==> src/rtl/core/tld_pkg.sv <==
// Package for the terminal line discipline: types, codes, constants
package tld_pkg;
    localparam int LINE_DEPTH_DEF  = 256;
    localparam int QUEUE_DEPTH_DEF = 256;

    localparam logic [1:0] CMD_RECV    = 2'd0;
    localparam logic [1:0] CMD_READ    = 2'd1;
    localparam logic [1:0] CMD_DISCARD = 2'd2;

    localparam logic [2:0] K_ECHO   = 3'd0;
    localparam logic [2:0] K_RUBOUT = 3'd1;
    localparam logic [2:0] K_SIGNAL = 3'd2;
    localparam logic [2:0] K_READ   = 3'd3;
    localparam logic [2:0] K_EOF    = 3'd4;
    localparam logic [2:0] K_EMPTY  = 3'd5;

    localparam logic [2:0] REG_MODE = 3'd0;
    localparam logic [2:0] REG_INTR = 3'd1;
    localparam logic [2:0] REG_QUIT = 3'd2;
    localparam logic [2:0] REG_SUSP = 3'd3;
    localparam logic [2:0] REG_ERASE = 3'd4;
    localparam logic [2:0] REG_KILL = 3'd5;
    localparam logic [2:0] REG_EOF  = 3'd6;

    localparam logic [7:0] CH_NL    = 8'h0A;
    localparam logic [7:0] CH_CR    = 8'h0D;
    localparam logic [7:0] CH_BS    = 8'h08;
    localparam logic [7:0] CH_CARET = 8'h5E;
    localparam logic [7:0] CH_AT    = 8'h40;
    localparam logic [7:0] CH_SPACE = 8'h20;

    // classified operation from the front part
    typedef enum logic [3:0] {
        OP_NONE, OP_SIGNAL, OP_RAW, OP_ERASE, OP_KILL, OP_EOF,
        OP_NEWLINE, OP_STORE, OP_READ, OP_DISCARD
    } t_op;

    typedef struct packed {
        t_op        op;
        logic [7:0] data;   // byte after translation, or signal code
        logic [7:0] sig_ch; // byte that raised the signal
    } t_task;

    typedef struct packed {
        logic [2:0] kind;
        logic [7:0] data;
        logic [8:0] count;
        logic       lend;
        logic       last;
    } t_result;

    typedef enum logic [2:0] {
        ST_IDLE, ST_EXEC, ST_COMMIT, ST_RDWAIT, ST_EMIT
    } t_state;
endpackage

==> src/rtl/core/tld_if.sv <==
// Valid/ready channel interfaces for the terminal line discipline
interface tld_in_if;
    logic       valid;
    logic       ready;
    logic [1:0] cmd;
    logic [7:0] in_byte;
    modport source (output valid, cmd, in_byte, input ready);
    modport sink (input valid, cmd, in_byte, output ready);
endinterface

interface tld_out_if;
    logic       valid;
    logic       ready;
    logic [2:0] result_kind;
    logic [7:0] data_byte;
    logic [8:0] rubout_count;
    logic       line_end;
    logic       last;
    modport source (output valid, result_kind, data_byte, rubout_count, line_end, last,
                    input ready);
    modport sink (input valid, result_kind, data_byte, rubout_count, line_end, last,
                  output ready);
endinterface

interface tld_cfg_if;
    logic       valid;
    logic       ready;
    logic [2:0] index;
    logic [8:0] wdata;
    modport source (output valid, index, wdata, input ready);
    modport sink (input valid, index, wdata, output ready);
endinterface

==> src/rtl/core/tld_ram.sv <==
// Generic single-port-write, one-read RAM with registered read
module tld_ram #(
    parameter int WIDTH = 8,
    parameter int DEPTH = 256
) (
    input  logic                     i_clk,
    input  logic                     i_we,
    input  logic [$clog2(DEPTH)-1:0] i_waddr,
    input  logic [WIDTH-1:0]         i_wdata,
    input  logic [$clog2(DEPTH)-1:0] i_raddr,
    output logic [WIDTH-1:0]         o_rdata
);
    logic [WIDTH-1:0] r_mem [DEPTH];
    // write-first: a read of the address being written returns the new word
    always_ff @(posedge i_clk) begin
        if (i_we) r_mem[i_waddr] <= i_wdata;
        o_rdata <= (i_we && i_waddr == i_raddr) ? i_wdata : r_mem[i_raddr];
    end
endmodule

==> src/rtl/core/tld_front.sv <==
// Front part: input translation and classification into tasks
module tld_front (
    input  logic               i_clk,
    input  logic               i_rst_n,
    tld_in_if.sink             in_ch,
    input  logic [8:0]         i_mode,
    input  logic [7:0]         i_intr,
    input  logic [7:0]         i_quit,
    input  logic [7:0]         i_susp,
    input  logic [7:0]         i_erase,
    input  logic [7:0]         i_kill,
    input  logic [7:0]         i_eofc,
    output logic               o_push,
    output tld_pkg::t_task     o_task,
    input  logic               i_full
);
    import tld_pkg::*;
    logic [7:0] c1, c;
    logic       acc;

    assign in_ch.ready = !i_full;
    assign acc = in_ch.valid && !i_full;
    assign o_push = acc;

    // translation then classification
    always_comb begin
        c1 = in_ch.in_byte;
        o_task.op = OP_NONE;
        o_task.sig_ch = 8'd0;
        if (i_mode[0] && c1 == CH_CR) c1 = CH_NL;
        c = c1;
        if (i_mode[2] && c1 == CH_NL) c = CH_CR;
        o_task.data = c;
        case (in_ch.cmd)
            CMD_RECV: begin
                if (!i_mode[0] && i_mode[1] && in_ch.in_byte == CH_CR) begin
                    o_task.op = OP_NONE;
                end else if (i_mode[3] && (c == i_intr || c == i_quit || c == i_susp)) begin
                    o_task.op = OP_SIGNAL;
                    o_task.sig_ch = c;
                    o_task.data = (c == i_intr) ? 8'd0 : (c == i_quit) ? 8'd1 : 8'd2;
                end else if (!i_mode[4]) o_task.op = OP_RAW;
                else if (c == i_erase || c == CH_BS) o_task.op = OP_ERASE;
                else if (c == i_kill) o_task.op = OP_KILL;
                else if (c == i_eofc) o_task.op = OP_EOF;
                else if (c == CH_NL) o_task.op = OP_NEWLINE;
                else o_task.op = OP_STORE;
            end
            CMD_READ:    o_task.op = OP_READ;
            CMD_DISCARD: o_task.op = OP_DISCARD;
            default:     o_task.op = OP_NONE;
        endcase
    end

    logic unused;
    assign unused = i_clk ^ i_rst_n;
endmodule

==> src/rtl/core/tld_queue.sv <==
// Short task queue between front and back parts
module tld_queue #(
    parameter int DEPTH = 4
) (
    input  logic           i_clk,
    input  logic           i_rst_n,
    input  logic           i_push,
    input  tld_pkg::t_task i_task,
    output logic           o_full,
    input  logic           i_pop,
    output logic           o_empty,
    output tld_pkg::t_task o_task
);
    import tld_pkg::*;
    localparam int AW = $clog2(DEPTH);
    t_task r_q [DEPTH];
    logic [AW-1:0] r_wp, r_rp;
    logic [AW:0]   r_cnt;

    assign o_full = r_cnt == (AW+1)'(DEPTH);
    assign o_empty = r_cnt == '0;
    assign o_task = r_q[r_rp];

    always_ff @(posedge i_clk) begin
        if (i_push) r_q[r_wp] <= i_task;
        if (!i_rst_n) begin
            r_wp <= '0; r_rp <= '0; r_cnt <= '0;
        end else begin
            if (i_push) r_wp <= r_wp + 1'b1;
            if (i_pop) r_rp <= r_rp + 1'b1;
            r_cnt <= r_cnt + (AW+1)'(i_push) - (AW+1)'(i_pop);
        end
    end
endmodule

==> src/rtl/core/tld_back.sv <==
// Back part: edit line, ready ring, results sequencer
module tld_back #(
    parameter int LINE_DEPTH  = tld_pkg::LINE_DEPTH_DEF,
    parameter int QUEUE_DEPTH = tld_pkg::QUEUE_DEPTH_DEF
) (
    input  logic           i_clk,
    input  logic           i_rst_n,
    input  logic [8:0]     i_mode,
    input  logic           i_empty,
    input  tld_pkg::t_task i_task,
    output logic           o_pop,
    output logic           o_idle,
    tld_out_if.source      out_ch
);
    import tld_pkg::*;
    localparam int LA = $clog2(LINE_DEPTH);
    localparam int QA = $clog2(QUEUE_DEPTH);

    t_state r_st, n_st;
    logic [LA:0] r_ecnt, n_ecnt;
    logic [QA-1:0] r_head, n_head;
    logic [QA:0] r_rcnt, n_rcnt;
    logic r_eofp, n_eofp;
    logic [LA:0] r_ci, n_ci;          // commit walk index
    t_result r_res [5];
    t_result n_res [5];
    logic [2:0] r_nres, n_nres, r_ri, n_ri;
    logic r_ov, n_ov;
    t_result r_out, n_out;

    // edit store and ready ring
    logic e_we; logic [LA-1:0] e_wa, e_ra; logic [7:0] e_wd, e_rd;
    logic q_we; logic [QA-1:0] q_wa; logic [7:0] q_wd, q_rd;
    tld_ram #(.WIDTH(8), .DEPTH(LINE_DEPTH)) u_edit (
        .i_clk(i_clk), .i_we(e_we), .i_waddr(e_wa), .i_wdata(e_wd),
        .i_raddr(e_ra), .o_rdata(e_rd));
    tld_ram #(.WIDTH(8), .DEPTH(QUEUE_DEPTH)) u_ring (
        .i_clk(i_clk), .i_we(q_we), .i_waddr(q_wa), .i_wdata(q_wd),
        .i_raddr(r_head), .o_rdata(q_rd));

    logic ofree;
    assign ofree = !r_ov || out_ch.ready;
    assign out_ch.valid = r_ov;
    assign out_ch.result_kind = r_out.kind;
    assign out_ch.data_byte = r_out.data;
    assign out_ch.rubout_count = r_out.count;
    assign out_ch.line_end = r_out.lend;
    assign out_ch.last = r_out.last;
    assign o_idle = r_st == ST_IDLE && i_empty && !r_ov;

    function automatic t_result mk(logic [2:0] k, logic [7:0] d, logic [8:0] n, logic l);
        t_result r;
        r.kind = k; r.data = d; r.count = n; r.lend = l; r.last = 1'b0;
        return r;
    endfunction

    logic [8:0] kill_n;
    always_comb begin
        kill_n = (r_ecnt > (LA+1)'(511)) ? 9'd511 : 9'(r_ecnt);
    end

    // control echo character; may itself be a newline
    logic [7:0] sig_at;
    assign sig_at = CH_AT + i_task.sig_ch;

    // next state
    always_comb begin
        n_st = r_st;
        case (r_st)
            ST_IDLE: if (!i_empty) n_st = ST_EXEC;
            ST_EXEC: begin
                if (i_task.op == OP_READ && r_rcnt != '0) n_st = ST_RDWAIT;
                else if ((i_task.op == OP_NEWLINE) ||
                         (i_task.op == OP_EOF && r_ecnt != '0)) n_st = ST_COMMIT;
                else n_st = ST_EMIT;
            end
            ST_COMMIT: if (r_ci + 1'b1 >= r_ecnt) n_st = ST_EMIT;
            ST_RDWAIT: n_st = ST_EMIT;
            ST_EMIT: if (r_ri >= r_nres || (ofree && r_ri + 1'b1 >= r_nres)) n_st = ST_IDLE;
            default: n_st = ST_IDLE;
        endcase
    end

    // datapath and outputs
    always_comb begin
        n_ecnt = r_ecnt; n_head = r_head; n_rcnt = r_rcnt; n_eofp = r_eofp;
        n_ci = r_ci; n_nres = r_nres; n_ri = r_ri; n_ov = r_ov; n_out = r_out;
        for (int k = 0; k < 5; k++) n_res[k] = r_res[k];
        e_we = 1'b0; e_wa = r_ecnt[LA-1:0]; e_wd = i_task.data; e_ra = '0;
        q_we = 1'b0; q_wa = r_head + r_rcnt[QA-1:0]; q_wd = i_task.data;
        o_pop = 1'b0;
        if (r_ov && out_ch.ready) n_ov = 1'b0;
        case (r_st)
            ST_IDLE: begin
                n_nres = '0; n_ri = '0; n_ci = '0;
            end
            ST_EXEC: begin
                o_pop = 1'b1;
                e_ra = '0;
                case (i_task.op)
                    OP_SIGNAL: begin
                        n_ecnt = '0;
                        if (i_mode[5]) begin
                            n_res[0] = mk(K_ECHO, CH_CARET, 9'd0, 1'b0);
                            if (i_mode[8] && sig_at == CH_NL) begin
                                // two CR LF pairs fill the five words; signal is lost
                                n_res[1] = mk(K_ECHO, CH_CR, 9'd0, 1'b0);
                                n_res[2] = mk(K_ECHO, CH_NL, 9'd0, 1'b0);
                                n_res[3] = mk(K_ECHO, CH_CR, 9'd0, 1'b0);
                                n_res[4] = mk(K_ECHO, CH_NL, 9'd0, 1'b0);
                                n_nres = 3'd5;
                            end else if (i_mode[8]) begin
                                n_res[1] = mk(K_ECHO, sig_at, 9'd0, 1'b0);
                                n_res[2] = mk(K_ECHO, CH_CR, 9'd0, 1'b0);
                                n_res[3] = mk(K_ECHO, CH_NL, 9'd0, 1'b0);
                                n_res[4] = mk(K_SIGNAL, i_task.data, 9'd0, 1'b0);
                                n_nres = 3'd5;
                            end else begin
                                n_res[1] = mk(K_ECHO, sig_at, 9'd0, 1'b0);
                                n_res[2] = mk(K_ECHO, CH_NL, 9'd0, 1'b0);
                                n_res[3] = mk(K_SIGNAL, i_task.data, 9'd0, 1'b0);
                                n_nres = 3'd4;
                            end
                        end else begin
                            n_res[0] = mk(K_SIGNAL, i_task.data, 9'd0, 1'b0);
                            n_nres = 3'd1;
                        end
                    end
                    OP_RAW, OP_STORE, OP_NEWLINE: begin
                        if (i_task.op == OP_RAW) begin
                            if (r_rcnt != (QA+1)'(QUEUE_DEPTH)) begin
                                q_we = 1'b1; n_rcnt = r_rcnt + 1'b1;
                            end
                        end else if (r_ecnt != (LA+1)'(LINE_DEPTH)) begin
                            e_we = 1'b1; n_ecnt = r_ecnt + 1'b1;
                        end
                        if (i_mode[5] && (i_task.op != OP_STORE ||
                                          r_ecnt != (LA+1)'(LINE_DEPTH))) begin
                            if (i_task.data == CH_NL && i_mode[8]) begin
                                n_res[0] = mk(K_ECHO, CH_CR, 9'd0, 1'b0);
                                n_res[1] = mk(K_ECHO, CH_NL, 9'd0, 1'b0);
                                n_nres = 3'd2;
                            end else begin
                                n_res[0] = mk(K_ECHO, i_task.data, 9'd0, 1'b0);
                                n_nres = 3'd1;
                            end
                        end
                    end
                    OP_ERASE: if (r_ecnt != '0) begin
                        n_ecnt = r_ecnt - 1'b1;
                        if (i_mode[6]) begin
                            n_res[0] = mk(K_RUBOUT, 8'd0, 9'd1, 1'b0); n_nres = 3'd1;
                        end
                    end
                    OP_KILL: begin
                        if (i_mode[7] && r_ecnt != '0) begin
                            n_res[0] = mk(K_RUBOUT, 8'd0, kill_n, 1'b0); n_nres = 3'd1;
                        end
                        n_ecnt = '0;
                    end
                    OP_EOF: if (r_ecnt == '0) n_eofp = 1'b1;
                    OP_READ: begin
                        if (r_rcnt == '0) begin
                            if (r_eofp) begin
                                n_eofp = 1'b0; n_res[0] = mk(K_EOF, 8'd0, 9'd0, 1'b0);
                            end else n_res[0] = mk(K_EMPTY, 8'd0, 9'd0, 1'b0);
                            n_nres = 3'd1;
                        end
                    end
                    OP_DISCARD: begin
                        n_ecnt = '0; n_rcnt = '0; n_head = '0;
                    end
                    default: ;
                endcase
            end
            ST_COMMIT: begin
                // one edit byte a cycle; read data lands the cycle after its address
                e_ra = r_ci[LA-1:0] + 1'b1;
                if (r_ci != '0 || 1'b1) begin
                    q_wd = e_rd;
                    if (r_rcnt != (QA+1)'(QUEUE_DEPTH)) begin
                        q_we = 1'b1; n_rcnt = r_rcnt + 1'b1;
                    end
                end
                n_ci = r_ci + 1'b1;
                if (r_ci + 1'b1 >= r_ecnt) n_ecnt = '0;
            end
            ST_RDWAIT: begin
                n_res[0] = mk(K_READ, q_rd, 9'd0, i_mode[4] && q_rd == CH_NL);
                n_nres = 3'd1;
                n_head = r_head + 1'b1;
                n_rcnt = r_rcnt - 1'b1;
            end
            ST_EMIT: begin
                if (ofree && r_ri < r_nres) begin
                    n_out = r_res[r_ri];
                    n_out.last = (r_ri + 1'b1 == r_nres);
                    n_ov = 1'b1;
                    n_ri = r_ri + 1'b1;
                end
            end
            default: ;
        endcase
    end

    always_ff @(posedge i_clk) begin
        for (int k = 0; k < 5; k++) r_res[k] <= n_res[k];
        r_out <= n_out;
        r_ci <= n_ci; r_nres <= n_nres; r_ri <= n_ri;
        if (!i_rst_n) begin
            r_st <= ST_IDLE; r_ecnt <= '0; r_head <= '0; r_rcnt <= '0;
            r_eofp <= 1'b0; r_ov <= 1'b0;
        end else begin
            r_st <= n_st; r_ecnt <= n_ecnt; r_head <= n_head; r_rcnt <= n_rcnt;
            r_eofp <= n_eofp; r_ov <= n_ov;
        end
    end
endmodule

==> src/rtl/core/terminal_line_discipline.sv <==
// Top level of the terminal line discipline
//  channel  | dir | payload
//  in_ch    | in  | cmd, in_byte
//  out_ch   | out | result_kind, data_byte, rubout_count, line_end, last
//  cfg_ch   | in  | index, wdata
// The back part takes each item through execute and emit states, and a read that
// finds ring data also passes a wait state for the registered ring read. A line
// commit moves one edit byte per cycle, set by the single edit-store read port.
// Synchronous active-low reset clears state, counts, pointers; loads config defaults.
// A stalled output holds the back part; the four-entry task queue keeps accepting
// until full, then input stalls. Configuration is taken only when all is idle.
module terminal_line_discipline #(
    parameter int LINE_DEPTH  = tld_pkg::LINE_DEPTH_DEF,
    parameter int QUEUE_DEPTH = tld_pkg::QUEUE_DEPTH_DEF
) (
    input  logic       i_clk,
    input  logic       i_rst_n,
    tld_in_if.sink     in_ch,
    tld_out_if.source  out_ch,
    tld_cfg_if.sink    cfg_ch
);
    import tld_pkg::*;
    logic [8:0] r_mode;
    logic [7:0] r_intr, r_quit, r_susp, r_erase, r_kill, r_eofc;
    logic push, full, pop, empty, idle;
    t_task t_in, t_out;

    assign cfg_ch.ready = idle;

    // configuration registers
    always_ff @(posedge i_clk) begin
        if (!i_rst_n) begin
            r_mode <= 9'd505; r_intr <= 8'd3; r_quit <= 8'd28; r_susp <= 8'd26;
            r_erase <= 8'd127; r_kill <= 8'd21; r_eofc <= 8'd4;
        end else if (cfg_ch.valid && cfg_ch.ready) begin
            case (cfg_ch.index)
                REG_MODE:  r_mode <= cfg_ch.wdata;
                REG_INTR:  r_intr <= cfg_ch.wdata[7:0];
                REG_QUIT:  r_quit <= cfg_ch.wdata[7:0];
                REG_SUSP:  r_susp <= cfg_ch.wdata[7:0];
                REG_ERASE: r_erase <= cfg_ch.wdata[7:0];
                REG_KILL:  r_kill <= cfg_ch.wdata[7:0];
                REG_EOF:   r_eofc <= cfg_ch.wdata[7:0];
                default: ;
            endcase
        end
    end

    tld_front u_front (
        .i_clk(i_clk), .i_rst_n(i_rst_n), .in_ch(in_ch), .i_mode(r_mode),
        .i_intr(r_intr), .i_quit(r_quit), .i_susp(r_susp), .i_erase(r_erase),
        .i_kill(r_kill), .i_eofc(r_eofc), .o_push(push), .o_task(t_in), .i_full(full));

    tld_queue #(.DEPTH(4)) u_queue (
        .i_clk(i_clk), .i_rst_n(i_rst_n), .i_push(push), .i_task(t_in), .o_full(full),
        .i_pop(pop), .o_empty(empty), .o_task(t_out));

    tld_back #(.LINE_DEPTH(LINE_DEPTH), .QUEUE_DEPTH(QUEUE_DEPTH)) u_back (
        .i_clk(i_clk), .i_rst_n(i_rst_n), .i_mode(r_mode), .i_empty(empty),
        .i_task(t_out), .o_pop(pop), .o_idle(idle), .out_ch(out_ch));
endmodule

==> src/flat_wrapper.sv <==
// flat-port wrapper written by rule: the top's interface ports become plain ports
module terminal_line_discipline_flat import tld_pkg::*;
#(
    parameter int LINE_DEPTH  = tld_pkg::LINE_DEPTH_DEF,
    parameter int QUEUE_DEPTH = tld_pkg::QUEUE_DEPTH_DEF
)
  (i_clk, i_rst_n, in_ch_valid, in_ch_cmd, in_ch_in_byte, in_ch_ready, out_ch_valid, out_ch_result_kind, out_ch_data_byte, out_ch_rubout_count, out_ch_line_end, out_ch_last, out_ch_ready, cfg_ch_valid, cfg_ch_index, cfg_ch_wdata, cfg_ch_ready);
  tld_in_if in_ch_i ();
  tld_out_if out_ch_i ();
  tld_cfg_if cfg_ch_i ();
  input  logic i_clk;
  input  logic i_rst_n;
  input wire logic [$bits(in_ch_i.valid)-1:0] in_ch_valid;
  input wire logic [$bits(in_ch_i.cmd)-1:0] in_ch_cmd;
  input wire logic [$bits(in_ch_i.in_byte)-1:0] in_ch_in_byte;
  output wire logic [$bits(in_ch_i.ready)-1:0] in_ch_ready;
  output wire logic [$bits(out_ch_i.valid)-1:0] out_ch_valid;
  output wire logic [$bits(out_ch_i.result_kind)-1:0] out_ch_result_kind;
  output wire logic [$bits(out_ch_i.data_byte)-1:0] out_ch_data_byte;
  output wire logic [$bits(out_ch_i.rubout_count)-1:0] out_ch_rubout_count;
  output wire logic [$bits(out_ch_i.line_end)-1:0] out_ch_line_end;
  output wire logic [$bits(out_ch_i.last)-1:0] out_ch_last;
  input wire logic [$bits(out_ch_i.ready)-1:0] out_ch_ready;
  input wire logic [$bits(cfg_ch_i.valid)-1:0] cfg_ch_valid;
  input wire logic [$bits(cfg_ch_i.index)-1:0] cfg_ch_index;
  input wire logic [$bits(cfg_ch_i.wdata)-1:0] cfg_ch_wdata;
  output wire logic [$bits(cfg_ch_i.ready)-1:0] cfg_ch_ready;
  assign in_ch_i.valid = in_ch_valid;
  assign in_ch_i.cmd = in_ch_cmd;
  assign in_ch_i.in_byte = in_ch_in_byte;
  assign in_ch_ready = in_ch_i.ready;
  assign out_ch_valid = out_ch_i.valid;
  assign out_ch_result_kind = out_ch_i.result_kind;
  assign out_ch_data_byte = out_ch_i.data_byte;
  assign out_ch_rubout_count = out_ch_i.rubout_count;
  assign out_ch_line_end = out_ch_i.line_end;
  assign out_ch_last = out_ch_i.last;
  assign out_ch_i.ready = out_ch_ready;
  assign cfg_ch_i.valid = cfg_ch_valid;
  assign cfg_ch_i.index = cfg_ch_index;
  assign cfg_ch_i.wdata = cfg_ch_wdata;
  assign cfg_ch_ready = cfg_ch_i.ready;
  terminal_line_discipline #(.LINE_DEPTH(LINE_DEPTH), .QUEUE_DEPTH(QUEUE_DEPTH)) u_core (.i_clk(i_clk), .i_rst_n(i_rst_n), .in_ch(in_ch_i), .out_ch(out_ch_i), .cfg_ch(cfg_ch_i));
endmodule
==> config.mk <==
export PLATFORM = sky130hd
export DESIGN_NAME = terminal_line_discipline_flat
export DESIGN_NICKNAME = d
export VERILOG_FILES = /design/src/rtl/core/tld_pkg.sv /design/src/rtl/core/tld_if.sv /design/src/rtl/core/tld_ram.sv /design/src/rtl/core/tld_front.sv /design/src/rtl/core/tld_queue.sv /design/src/rtl/core/tld_back.sv /design/src/rtl/core/terminal_line_discipline.sv /design/src/flat_wrapper.sv
export SDC_FILE = /design/constraint.sdc
export NUM_CORES = 2
export LEC_CHECK = 0
export BUFFER_PORTS_ARGS = -buffer_cell sky130_fd_sc_hd__buf_2
export CELL_PAD_IN_SITES_DETAIL_PLACEMENT = 0
export CELL_PAD_IN_SITES_GLOBAL_PLACEMENT = 1
export CORE_MARGIN = 2
export CORE_UTILIZATION = 29
export CTS_CLUSTER_DIAMETER = 120
export DETAILED_ROUTE_END_ITERATION = 10
export PLACE_DENSITY = 0.43
export SLEW_MARGIN = 20
export SYNTH_ARGS = -nofsm -noshare
export SYNTH_HDL_FRONTEND = slang
export SYNTH_MEMORY_MAX_BITS = 65536
export SYNTH_SLANG_ARGS = --single-unit
==> constraint.sdc <==
create_clock -name i_clk -period 19.82 [get_ports i_clk]
set_input_delay 2.973 -clock i_clk [delete_from_list [all_inputs] [get_ports i_clk]]
set_output_delay 2.973 -clock i_clk [all_outputs]
set_load 0.01 [all_outputs]
==> results.ini <==
[outcome]
status=complete, no violations

[logic_synthesis]
ys_top_cells_by_area=edfxtp_1 75%, mux4_2 15%, nor2_1 1.5%
syn-mean-instance-area_sq_um=20.8
ys.flop_type=edfxtp_1
yosys_warnings=0
synth_edf_count=4262
synth-seq-cells=4375
synth_most_common_cell=edfxtp_1
synthesis.area_sq_um=171000
syn_inst=8235
syn_nets=8309
synth_top_cells_by_count=4262 x edfxtp_1, 1137 x mux4_2, 692 x nor2_1, 245 x clkbuf_1, 232 x nand2_1
synth-seq-area-share=0.760
synth_top_area_share=0.747
ys_async_sr_fraction=0
ys_types=86
netlist.top_cell.by_area=edfxtp_1

[detailed_routing]
detail_route.first_pass.iterations=5
routed_wl_mm=524
first_iter_violations=7645
drc=0
avgRoutedWirePerCell_microns=31.2
via_per_inst=4.96
drt.antenna.violating_nets=0
vias=83200

[cts]
cts_tree=done
cts-hold-fix-buffers=0
postCtsSetupBuffers=0
cts.repair.resized=0
clock_path_buffers=4
cts.sinks=4375
clk-insertion-delay-late_ps=1060
h-tree-depth=5
clockRootBuffer=clkbuf_16
path_clk_slew_ps=60
cts_buffers=482

[finish]
nets=8633
drive_gt1_frac=0.252
final_util=0.335
area_growth_pct=15.0

[global_route]
grt_pass1_wl_mm=725
grt_max_degree=201
grt_pass1_vias=86900
grt_use_met1=0.241
antenna_found_initial=21
track_usage=0.172
use_met2=0.287
grtUsageMet3=0.0223
grt_overflow=0
grt-busiest-layer=met2

[power_and_ir_drop]
leakage_uw=0.0583
peakVddDrop_v=0.000118
power_uw=22700
power_density_nw_per_um2=115

[worst_setup_path]
crit_top_cell=buf_4
critPathMaxStageDelay_ps=820
critPathTopFamily=buffers and inverters
path_cells=buf_12 > buf_4 > buf_4 > buf_4 > mux4_2 > mux4_2 > a22oi_1 > nand2_1 > a211oi_2 > nor3_2 > buf_4 > buf_4 > buf_4
crit_type=flip-flop to flip-flop
endpoint_kind=flip-flop
worstPathRequired_ps=20490
path_max_fanout=95
arrival_ps=8420
cp_num_buf_inv=7
startpoint_type=flip-flop
cp_slowest_cell=buf_4

[floorplanning]
coreArea_sq_um=589000
row_count=282
dieWidth_microns=773
pin_count=52
initial_core_util=0.291
fp.dieH_microns=773
die_area_sq_um=597000

[sta]
slew_headroom=0.127
slew_viol_final=0
hold_viol_final=0
setup_viol=0
worst_slack_ps=12070
period_share=0.391
skew_ps=93.2
min_period_ps=7750
timing.fmax_mhz=129
worstMarginPinSlew_ps=1310
finalSetupTns_ps=0
rsz0062_at_grt=false

[job]
drv_cap=0

[hold_path]
min_path_type=flip-flop to flip-flop

[placement]
gp_congestion=0.769
hpwl_mm=324
dpl_worst_slack_ps=11780
port-buffer-count=51

[kinds of logic (layout without fill, tap and decap cells)]
logic type | count (synthesis) | after routing | share of synthesized area
compound gates | 586 | 586 | 0.0237
xor+xnor | 83 | 83 | 0.00424
flops | 4375 | 4375 | 0.760
mux | 1355 | 1355 | 0.162
simple gates | 1264 | 1264 | 0.0323
other cells | 0 | 9 | 0
fa+ha+maj | 47 | 47 | 0.00356
buf+inv | 525 | 1257 | 0.0137
[metrics by stage]
| stage | hold slack, ps | cell area (sq um) | cells |
|---|---|---|---|
| after floorplan | 377 | 171000 | 8235 |
| after global placement | 418 | 182000 | 15900 |
| after detailed placement | 419 | 182000 | 15900 |
| after CTS | 427 | 197000 | 16800 |
| after global routing | 442 | 197000 | 16800 |
| final | 425 | 197000 | 16800 |
[cells in the final DEF, fill, tap and decap left out, types with 106 or more instances in the layout]
cell type  count
edfxtp_1    4262
mux4_2      1131
nor2_1       642
clkbuf_16    484
buf_4        237
nand2_1      217
mux2i_1      196
a22oi_1      136
clkinv_1     123
clkbuf_1     122
a21oi_1      106
[final timing paths]
path | from | end | slack (ps) | cells after the start
max | flip-flop | u_core.u_back.u_ring.r_mem[82][2]$_DFFE_PP_ | 12070 | 13
min | u_core.u_back.r_head[6]$_SDFFE_PN0P_ | flip-flop | 430 | 0
max reg2reg | flip-flop | u_core.u_back.u_ring.r_mem[82][2]$_DFFE_PP_ | 12070 | 13
min reg2reg | u_core.u_back.r_head[6]$_SDFFE_PN0P_ | flip-flop | 430 | 0
[flip-flops by register name (all words and copies together), names as in the netlist, 9 cells and up, named ones only]
| register | flops |
|---|---|
| u_core.u_back.u_edit.r_mem | 2048 |
| u_core.u_back.r_ecnt | 9 |
| u_core.u_queue.r_q | 80 |
| u_core.u_back.out_ch.rubout_count | 9 |
| u_core.r_mode | 9 |
| u_core.u_back.u_ring.r_mem | 2048 |
| u_core.u_back.r_rcnt | 9 |
| u_core.u_back.r_res | 49 |
| u_core.u_back.r_ci | 9 |
[metal layers]
metal | wire (microns) | vias to the layer above | share of wire
li1 | - | 34800 | -
met1 | 234000 | 45800 | 0.45
met2 | 255000 | 1993 | 0.49
met3 | 22400 | 595 | 0.043
met4 | 12400 | 0 | 0.024
met5 | 0 | - | 0
[where the power goes]
part / internal [uW] / total [uW] / switching [uW]
clock network: 4940 / 8710 / 3770
logic: 370 / 2330 / 1960
registers: 11500 / 11600 / 66.8
total: 16900 / 22700 / 5800
[area by class of cell]
class,count,area [sq um]
Inverter,58,234
Timing Repair Buffer,307,2420
Multi-Input combinational cell,3335,39200
Fill cell,55500,392000
Clock buffer,609,12600
Clock inverter,283,2590
Antenna cell,9,22.5
Sequential cell,4375,130000
Tap cell,7810,9770
(Power assumes the default switching activity.)
